`src/hdl/tmrb_pkg.sv`:
```
// Package for the periodic and one-shot timer bank.
// Holds the default sizes, the operation codes and the item and control structs.
// Used by the interfaces, the slot cell and the top level; depends on nothing.
package tmrb_pkg;

  // Default sizes of the bank.
  localparam int unsigned NUM_SLOTS = 8;
  localparam int unsigned TIME_BITS = 32;

  // Fixed field widths of the items.
  localparam int unsigned OpW    = 2;
  localparam int unsigned SlotW  = 3;
  localparam int unsigned FieldW = 32;
  localparam int unsigned MaskW  = 8;

  // Operation codes carried by an input item.
  typedef enum logic [OpW-1:0] {
    OP_TICK   = 2'd0,
    OP_ARM    = 2'd1,
    OP_DISARM = 2'd2,
    OP_CLEAR  = 2'd3
  } op_e;

  // One input item.
  typedef struct packed {
    op_e               operation;
    logic [SlotW-1:0]  slot;
    logic [FieldW-1:0] interval_value;
    logic              repeat_flag;
    logic [FieldW-1:0] elapsed;
  } in_item_t;

  // One result item.
  typedef struct packed {
    logic [MaskW-1:0]  fired_mask;
    logic              any_fired;
    logic              next_valid;
    logic [FieldW-1:0] next_remaining;
  } out_item_t;

  // Control part of an item as it travels down the row of cells.
  typedef struct packed {
    logic             vld;
    op_e              op;
    logic [SlotW-1:0] slot;
    logic             rep;
    logic [MaskW-1:0] mask;
    logic             any;
    logic             found;
  } ctrl_t;

endpackage

```
`src/hdl/tmrb_in_if.sv`:
```
// Input channel of the timer bank: valid, ready and one input item.
// Depends on tmrb_pkg for the item struct.
interface tmrb_in_if;
  logic               valid;
  logic               ready;
  tmrb_pkg::in_item_t data;

  modport source (output valid, output data, input ready);
  modport sink (input valid, input data, output ready);
endinterface

```
`src/hdl/tmrb_out_if.sv`:
```
// Output channel of the timer bank: valid, ready and one result item.
// Depends on tmrb_pkg for the item struct.
interface tmrb_out_if;
  logic                valid;
  logic                ready;
  tmrb_pkg::out_item_t data;

  modport source (output valid, output data, input ready);
  modport sink (input valid, input data, output ready);
endinterface

```
`src/hdl/tmrb_cell.sv`:
```
// One timer slot cell: holds the slot state and one stage of the traveling item.
// Depends on tmrb_pkg for the operation codes and the control struct.
module tmrb_cell #(
  parameter int unsigned Idx      = 0,
  parameter int unsigned TimeBits = tmrb_pkg::TIME_BITS
) (
  input  logic                clk_i,
  input  logic                rst_ni,
  input  logic                adv_i,
  input  tmrb_pkg::ctrl_t     ctrl_i,
  input  logic [TimeBits-1:0] ival_i,
  input  logic [TimeBits-1:0] elap_i,
  input  logic [TimeBits-1:0] least_i,
  output tmrb_pkg::ctrl_t     ctrl_o,
  output logic [TimeBits-1:0] ival_o,
  output logic [TimeBits-1:0] elap_o,
  output logic [TimeBits-1:0] least_o
);

  // Slot state.
  logic                active_q, active_d;
  logic                rep_q, rep_d;
  logic [TimeBits-1:0] rem_q, rem_d;
  logic [TimeBits-1:0] int_q, int_d;

  // Stage register toward the next cell.
  tmrb_pkg::ctrl_t     ctrl_q, ctrl_d;
  logic [TimeBits-1:0] ival_q, elap_q, least_q, least_d;

  logic hit;
  logic fire;
  logic take;

  assign hit = (32'(ctrl_i.slot) == Idx);

  // Apply the operation to this slot.
  always_comb begin
    active_d = active_q;
    rep_d    = rep_q;
    rem_d    = rem_q;
    int_d    = int_q;
    fire     = 1'b0;
    unique case (ctrl_i.op)
      tmrb_pkg::OP_TICK: begin
        if (active_q) begin
          if (rem_q > elap_i) begin
            rem_d = rem_q - elap_i;
          end else begin
            // Fired: reload the interval, and a one-shot slot ends.
            fire     = 1'b1;
            rem_d    = int_q;
            active_d = rep_q;
          end
        end
      end
      tmrb_pkg::OP_ARM: begin
        if (hit) begin
          int_d    = ival_i;
          rem_d    = ival_i;
          rep_d    = ctrl_i.rep;
          active_d = 1'b1;
        end
      end
      tmrb_pkg::OP_DISARM: begin
        if (hit) begin
          active_d = 1'b0;
        end
      end
      tmrb_pkg::OP_CLEAR: begin
        active_d = 1'b0;
      end
      default: begin
        active_d = active_q;
      end
    endcase
  end

  // Fold this slot into the fired mask and the running minimum.
  always_comb begin
    take         = active_d && (!ctrl_i.found || (rem_d < least_i));
    least_d      = take ? rem_d : least_i;
    ctrl_d       = ctrl_i;
    ctrl_d.mask  = ctrl_i.mask | (tmrb_pkg::MaskW'(fire) << Idx);
    ctrl_d.any   = ctrl_i.any | fire;
    ctrl_d.found = ctrl_i.found | active_d;
  end

  // Active mark, cleared by reset.
  always_ff @(posedge clk_i or negedge rst_ni) begin
    if (!rst_ni) begin
      active_q <= 1'b0;
    end else if (adv_i && ctrl_i.vld) begin
      active_q <= active_d;
    end
  end

  // Slot payload, meaningful only while the slot is active.
  always_ff @(posedge clk_i) begin
    if (adv_i && ctrl_i.vld) begin
      rep_q <= rep_d;
      rem_q <= rem_d;
      int_q <= int_d;
    end
  end

  // Stage control, with the valid bit cleared by reset.
  always_ff @(posedge clk_i or negedge rst_ni) begin
    if (!rst_ni) begin
      ctrl_q <= '0;
    end else if (adv_i) begin
      ctrl_q <= ctrl_d;
    end
  end

  // Stage payload.
  always_ff @(posedge clk_i) begin
    if (adv_i) begin
      ival_q  <= ival_i;
      elap_q  <= elap_i;
      least_q <= least_d;
    end
  end

  assign ctrl_o  = ctrl_q;
  assign ival_o  = ival_q;
  assign elap_o  = elap_q;
  assign least_o = least_q;

endmodule

```
`src/hdl/periodic_oneshot_timer_bank.sv`:
```
// Periodic and one-shot timer bank built as a row of slot cells.
// An accepted item passes through the stage register of each cell in turn to its result.
// Throughput: one item per cycle while the output is not stalled, as each item walks the row one cell behind the last.
// The last cell's stage register is the output register; a stalled output holds the row.
// Reset (rst_ni low, asynchronous) clears every active mark and every stage valid bit.
// Depends on tmrb_pkg, tmrb_in_if, tmrb_out_if and tmrb_cell.
module periodic_oneshot_timer_bank #(
  parameter int unsigned NumSlots = tmrb_pkg::NUM_SLOTS,
  parameter int unsigned TimeBits = tmrb_pkg::TIME_BITS
) (
  input  logic       clk_i,
  input  logic       rst_ni,
  tmrb_in_if.sink    in_i,
  tmrb_out_if.source out_o
);

  tmrb_pkg::ctrl_t     ctrl_s  [NumSlots+1];
  logic [TimeBits-1:0] ival_s  [NumSlots+1];
  logic [TimeBits-1:0] elap_s  [NumSlots+1];
  logic [TimeBits-1:0] least_s [NumSlots+1];
  logic                adv;

  // The whole row moves unless a finished result is still waiting.
  assign adv        = !ctrl_s[NumSlots].vld || out_o.ready;
  assign in_i.ready = adv;

  // Entry of an item into the first cell.
  always_comb begin
    ctrl_s[0].vld   = in_i.valid && adv;
    ctrl_s[0].op    = in_i.data.operation;
    ctrl_s[0].slot  = in_i.data.slot;
    ctrl_s[0].rep   = in_i.data.repeat_flag;
    ctrl_s[0].mask  = '0;
    ctrl_s[0].any   = 1'b0;
    ctrl_s[0].found = 1'b0;
    ival_s[0]       = TimeBits'(in_i.data.interval_value);
    elap_s[0]       = TimeBits'(in_i.data.elapsed);
    least_s[0]      = '0;
  end

  // Row of slot cells.
  for (genvar g = 0; g < NumSlots; g++) begin : g_cell
    tmrb_cell #(
      .Idx      (g),
      .TimeBits (TimeBits)
    ) u_cell (
      .clk_i   (clk_i),
      .rst_ni  (rst_ni),
      .adv_i   (adv),
      .ctrl_i  (ctrl_s[g]),
      .ival_i  (ival_s[g]),
      .elap_i  (elap_s[g]),
      .least_i (least_s[g]),
      .ctrl_o  (ctrl_s[g+1]),
      .ival_o  (ival_s[g+1]),
      .elap_o  (elap_s[g+1]),
      .least_o (least_s[g+1])
    );
  end

  // Result item from the last cell.
  assign out_o.valid               = ctrl_s[NumSlots].vld;
  assign out_o.data.fired_mask     = ctrl_s[NumSlots].mask;
  assign out_o.data.any_fired      = ctrl_s[NumSlots].any;
  assign out_o.data.next_valid     = ctrl_s[NumSlots].found;
  assign out_o.data.next_remaining = ctrl_s[NumSlots].found ?
                                     tmrb_pkg::FieldW'(least_s[NumSlots]) : '0;

endmodule

```
`src/flat_wrapper.sv`:
```
// flat-port wrapper written by rule: the top's interface ports become plain ports
module periodic_oneshot_timer_bank_flat 
#(
  parameter int unsigned NumSlots = tmrb_pkg::NUM_SLOTS,
  parameter int unsigned TimeBits = tmrb_pkg::TIME_BITS
)
  (clk_i, rst_ni, in_i_valid, in_i_data, in_i_ready, out_o_valid, out_o_data, out_o_ready);
  tmrb_in_if in_i_i ();
  tmrb_out_if out_o_i ();
  input  logic clk_i;
  input  logic rst_ni;
  input wire logic [$bits(in_i_i.valid)-1:0] in_i_valid;
  input wire logic [$bits(in_i_i.data)-1:0] in_i_data;
  output wire logic [$bits(in_i_i.ready)-1:0] in_i_ready;
  output wire logic [$bits(out_o_i.valid)-1:0] out_o_valid;
  output wire logic [$bits(out_o_i.data)-1:0] out_o_data;
  input wire logic [$bits(out_o_i.ready)-1:0] out_o_ready;
  assign in_i_i.valid = in_i_valid;
  assign in_i_i.data = in_i_data;
  assign in_i_ready = in_i_i.ready;
  assign out_o_valid = out_o_i.valid;
  assign out_o_data = out_o_i.data;
  assign out_o_i.ready = out_o_ready;
  periodic_oneshot_timer_bank #(.NumSlots(NumSlots), .TimeBits(TimeBits)) u_core (.clk_i(clk_i), .rst_ni(rst_ni), .in_i(in_i_i), .out_o(out_o_i));
endmodule
```
`config.mk`:
```
export PLATFORM = sky130hd
export DESIGN_NAME = periodic_oneshot_timer_bank_flat
export DESIGN_NICKNAME = d
export VERILOG_FILES = /design/src/hdl/tmrb_pkg.sv /design/src/hdl/tmrb_in_if.sv /design/src/hdl/tmrb_out_if.sv /design/src/hdl/tmrb_cell.sv /design/src/hdl/periodic_oneshot_timer_bank.sv /design/src/flat_wrapper.sv
export SDC_FILE = /design/constraint.sdc
export NUM_CORES = 2
export LEC_CHECK = 0
export ABC_CLOCK_PERIOD_IN_PS = 25200
export BUFFER_PORTS_ARGS = -buffer_cell sky130_fd_sc_hd__buf_4
export CORE_MARGIN = 1.5
export CORE_UTILIZATION = 55
export CTS_CLUSTER_DIAMETER = 100
export DETAILED_ROUTE_END_ITERATION = 7
export PLACE_DENSITY = 0.79
export RECOVER_POWER = 100
export SKIP_LAST_GASP = 1
export SLEW_MARGIN = 15
export SYNTH_ARGS = -nofsm -noshare
export SYNTH_HDL_FRONTEND = slang
export SYNTH_SLANG_ARGS = --single-unit
```
`constraint.sdc`:
```
create_clock -name clk_i -period 25.2 [get_ports clk_i]
set_input_delay 3.78 -clock clk_i [delete_from_list [all_inputs] [get_ports clk_i]]
set_output_delay 3.78 -clock clk_i [all_outputs]
set_load 0.1 [all_outputs]
```
Yosys cells after proc, flatten, opt, wreduce, memory -nomap -nowiden
Cells that the tools add are included.
{ "word_totals": {"register_bits": 1354, "output_inout_bits": 44, "word_cells": 334} }
{ "classes": {"addsub": 8, "magnitude_cmp": 15, "eq_ne": 31, "n_mux": 104, "bitwise": 21, "n_reduce_logical": 49} }
{ "op_table": {"columns": ["op", "n"], "rows": [
  ["two-way mux 32 bit", 32],
  ["case mux 32 bit (2 select lines)", 8],
  ["greater-than comparator 32 bit", 8],
  ["subtractor 32 bit", 8],
  ["< comparator 32 bit", 7],
  ["two-way mux 1 bit", 56],
  ["== test 2 bit, second input constant", 16],
  ["case mux 1 bit (4 select lines)", 8],
  ["AND reduction 3 bit", 8],
  ["== test 2 x 1 -> 1 bit, second input constant", 8],
  ["logical AND 1 bit", 16],
  ["logical NOT 2 bit", 8],
  ["OR 1 bit", 14],
  ["== test 3 bit, second input constant", 4],
  ["logical NOT 1 bit", 8],
  ["logical OR 1 bit", 8],
  ["OR 8 x 3 -> 8 bit", 1],
  ["OR 8 x 4 -> 8 bit", 1],
  ["OR 8 x 5 -> 8 bit", 1],
  ["OR 8 x 6 -> 8 bit", 1],
  ["OR 8 x 7 -> 8 bit", 1],
  ["OR 8 bit", 1],
  ["== test 3 x 2 -> 1 bit, second input constant", 2],
  ["== test 3 x 1 -> 1 bit, second input constant", 1],
  ["2 further kinds", 2]
]} }

Logic depth before layout (Yosys ltp)
{ "depth": {"ltp_word": 8, "depth_mapped": 27, "ltp_nobuf": 25} }

By module
Synthesis repeated with hierarchy kept, for this count alone.
{ "hier_totals": {"hier_cells": 6828, "hier_area_um2": 79912.9} }
{ "by_module_without_submodules": {"columns": ["mod", "instances", "cells_per_inst", "area_per_inst_um2", "seq_area_each_um2"], "rows": [
  ["tmrb_cell (u_core.g_cell[1].u_cell ...)", 2, 815, 9709.3, 5285.1],
  ["tmrb_cell (u_core.g_cell[3].u_cell)", 1, 894, 10139.7, 5285.1],
  ["tmrb_cell (u_core.g_cell[5].u_cell)", 1, 869, 10137.2, 5285.1],
  ["tmrb_cell (u_core.g_cell[7].u_cell)", 1, 840, 10131.0, 5285.1],
  ["tmrb_cell (u_core.g_cell[6].u_cell)", 1, 863, 10037.1, 5285.1],
  ["tmrb_cell (u_core.g_cell[0].u_cell)", 1, 865, 10003.3, 5285.1],
  ["tmrb_cell (u_core.g_cell[4].u_cell)", 1, 829, 9774.4, 5285.1],
  ["periodic_oneshot_timer_bank", 1, 38, 271.5, 0.0]
]} }

Least setup slack after synthesis
No wires, ideal clock.
{ "synth_path": {"path_kind": "input port to output port", "from": "input port out_o_ready", "to": "output port in_i_ready", "arrival_ns": 24.101, "required_time_ns": 21.420, "path_slack_ns": -2.681, "path_stages": 4, "n_path_buf": 2, "path_cell_list": "nor2b_1 inv_1 clkbuf_1 clkbuf_1"} }
{ "synth_via": {"elab_chain_len": 1} }
{ "synth_lines": {"columns": ["element", "line_no", "rtl"], "rows": [
  ["start, declared", "flat_wrapper.sv:17", "input wire logic [$bits(out_o_i.ready)-1:0] out_o_ready;"],
  ["logical OR 1 bit", "periodic_oneshot_timer_bank.sv:24", "assign adv = !ctrl_s[NumSlots].vld || out_o.ready;"],
  ["end, declared", "flat_wrapper.sv:14", "output wire logic [$bits(in_i_i.ready)-1:0] in_i_ready;"]
]} }
Every way passes these cells.

Worst setup path after layout
{ "layout_path": {"from": "input port out_o_ready", "to": "register u_core.g_cell[5].u_cell.ctrl_q (netlist bit u_core.g_cell[5].u_cell.ctrl_o[0])"} }
{ "layout_via": {"elab_chain_len": 1} }
{ "layout_lines": {"columns": ["element", "line_no", "rtl"], "rows": [
  ["logical OR 1 bit", "periodic_oneshot_timer_bank.sv:24", null],
  ["end signal, assigned", "tmrb_cell.sv:111", "ctrl_q <= ctrl_d;"],
  ["end, declared", "tmrb_cell.sv:27", "tmrb_pkg::ctrl_t ctrl_q, ctrl_d;"]
]} }
Every way passes these cells.
A chain may end at the register's enable or synchronous reset.

==> metrics <==
syn avg cell area=11.1 µm²; clk_skew=0.0317 ns; Final Routed Wirelength=236000 µm; Worst Hold Class=register to register; area of the core=0.132 mm²; Yosys reg bits=1333; Via Count=56914; 1st-iter DRT viols=roughly 8000; sequential fraction of the synthesis area=0.538; ys async rst share=0.0818; Netlist cell types=90; Syn Std Cell Area=0.0734 mm²; Worst Setup End Kind=register; Cells on Worst Hold Path=0; Hold Crit Start=u_core.g_cell[6].u_cell.ival_o[5]$_DFFE_PN_; final-report setup violation count=0; Fmax=about 70 MHz; clk_lat worst skew=0.80 ns; RR Endpoint=u_core.g_cell[5].u_cell.ctrl_o[0]$_DFFE_PN0N_; outcome=finished with violations; largest net degree at the start of global routing=134; DRC=0; Worst Path Arrival=~15 ns; unrepaired setup endpoints after global routing=no; Worst Max-Slew Pin Slew=6.94 ns; PostCTS Resize Cnt=0; vias in the first global route=approximately 54000; PortBufs=117; die width=368 µm; row cnt=133; final hold slack=between 0.4 and 0.5 ns; total CTS buffers=140; Critical-path top delay cell=clkbuf_1; final hold viol count=0; Reg clk slew, reported paths=0.06 ns; Crit path largest cell delay=4.95 ns; crit path kind=input port to register; drt via density=roughly 6.6; Root Buffer=clkbuf_16; Register-to-Register Path Depth=6; HPWL Detailed=175000 µm; drt wl/cell=between 20 and 30 µm; CTS tree=built; Worst Hold End=u_core.g_cell[7].u_cell.int_q[5]$_DFFE_PP_; Slew headroom=-3.62; Post-synth EDFFs=1224; total grt overflow=0; P&R area growth vs syn=9.22%; Boundary Pins=118; Synth area leader=edfxtp_1; reg2reg setup slack=12.99 ns; Initial Utilization=0.556; max cap viols=43; die footprint=0.136 mm²; Warnings, synthesis=0; min Tclk post-route=14.71 ns; Pre-antenna DRT Iters=7; Max FO, Critical Path=133; CTS Buffer Depth=3; GRT Total Usage=0.342; syn nets=around 7200; clock sinks=~1300; CP dominant cell by count=clkbuf_1; crit start category=input port; Post-DRT Antenna Nets=0; gpl congestion=1.02; setup bufs post-CTS=0; Yosys top cell area share=0.501; failing checks=max-capacitance violations, max-slew violations; CTS H-Tree Depth=4; Synth Flop Type=edfxtp_1; Reg2Reg Launch Point=u_core.g_cell[7].u_cell.ctrl_o[16]$_DFFE_PN0N_; crit-path cells=clkbuf_4 -> nor2b_1 -> clkinvlp_2 -> clkbuf_1 -> clkbuf_1 -> o21ai_0 -> nand2_1; Post-Synthesis Cells=~6600; first-pass GRT wire length=around 350000 µm; Final nets=7258; initial antenna violation count=3; Crit path required time=25.89 ns; die height=around 370 µm; max-slew violation count=about 1900; period utilization=0.584; Hold Buf Count CTS=0; synth top area cells=edfxtp_1 (50%), ha_1 (8.1%), dfrtp_1 (3.7%); layout cell share with drive strength beyond 1=0.0631; total negative slack=0 ns
-- synth_stat cells, drive strengths merged, types with 17 or more instances --
library cell	n
a211oi	48
a21o	200
a21oi	471
a221oi	65
a22o	95
a22oi	104
a31oi	82
and2	78
and3	36
buf	49
clkbuf	230
dfrtp	109
edfxtp	1224
ha	473
inv	562
mux2	197
mux2i	79
nand2	683
nand2b	39
nand3	107
nand4	84
nor2	344
nor2b	46
nor3	74
nor3b	17
o211ai	33
o21a	42
o21ai	348
o21bai	29
o221ai	29
o22ai	137
o31a	22
o31ai	40
or2	22
or3	20
xnor2	130
xor2	69
-- per-stage QoR --
stage | area [µm²] | setup WS (ns) | utilization | instances
after floorplan | 73400 | 8.07 | - | 6624
after global placement | 76200 | 16.66 | 0.578 | 8315
after detailed placement | 76200 | 16.61 | 0.578 | 8315
after CTS | 80900 | 16.64 | 0.613 | 8573
after global routing | 80200 | 9.53 | 0.608 | 8574
final | 80200 | 10.49 | 0.608 | 8575
-- worst max-delay path: cells and delay by family --
family	cells	cell delay, ns
and+or+nand+nor	2	0.35
buffers and inverters	4	9.84
AOI/OAI and AO/OA	1	1.18
-- area by class of cell --
class	count	area, µm²
antenna	1	2.50
clock buffer	181	3900
clock inverter	77	810
fill	10471	51800
inverter	562	2110
multi-input combinational	4450	30600
sequential	1333	39500
tap	1755	2200
timing repair buffer	216	1110
-- state kept, by name (all words and copies together) (netlist names) --
signal and count:
u_core.g_cell.u_cell.elap_o 224, u_core.g_cell.u_cell.int_q 256, u_core.g_cell.u_cell.rem_q 256, u_core.g_cell.u_cell.ctrl_o 101
u_core.g_cell.u_cell.least_o 256, u_core.g_cell.u_cell.ival_o 224, u_core.g_cell.u_cell.rep_q 8, u_core.g_cell.u_cell.active_q 8
-- worst max-delay path by stage --
stage | end | startpoint | depth (start not counted)
after floorplan | in_i_ready | out_o_ready | 4
after global placement | in_i_ready | out_o_ready | 4
after detailed placement | u_core.g_cell[0].u_cell.least_o[27]$_SDFFCE_PN0N_ | in_i_data[0] | 14
after CTS | in_i_ready | out_o_ready | 4
after global routing | u_core.g_cell[5].u_cell.ctrl_o[0]$_DFFE_PN0N_ | out_o_ready | 7
final | u_core.g_cell[5].u_cell.ctrl_o[0]$_DFFE_PN0N_ | out_o_ready | 7
-- routing by layer --
layer	vias up	GRT usage	part of all wire	wire, µm
li1	24931	-	-	-
met1	27307	0.429	0.36	85700
met2	3759	0.533	0.45	105000
met3	915	0.0606	0.10	23800
met4	2	0.250	0.089	21000
met5	-	0	0.000085	20
-- layout by cell type, fill, tap and decap left out, types with 95 or more instances in the layout --
cell type,count
a21o_1,200
a21oi_1,470
a22o_1,95
a22oi_1,104
clkbuf_1,162
clkbuf_16,147
dfrtp_1,109
edfxtp_1,1224
ha_1,473
inv_1,559
mux2_1,116
nand2_1,682
nand3_1,107
nor2_1,342
o21ai_0,343
o22ai_1,137
xnor2_1,130
-- kinds of logic (layout without fill, tap and decap cells) --
group,count (synthesis),count (layout),share of synthesized area
XOR/XNOR,199,199,0.0237
flip-flops,1333,1333,0.538
buffers and inverters,841,1036,0.0443
other,0,1,0
adder cells (fa/ha/maj),481,481,0.0828
multiplexers,276,276,0.0425
AND/OR/NAND/NOR,1604,1604,0.100
AO/OA/AOI/OAI,1890,1890,0.169
Power is left out: the tool's default activity adds up to more than one toggle a clock period on the data nets, which glitch-free logic cannot reach.
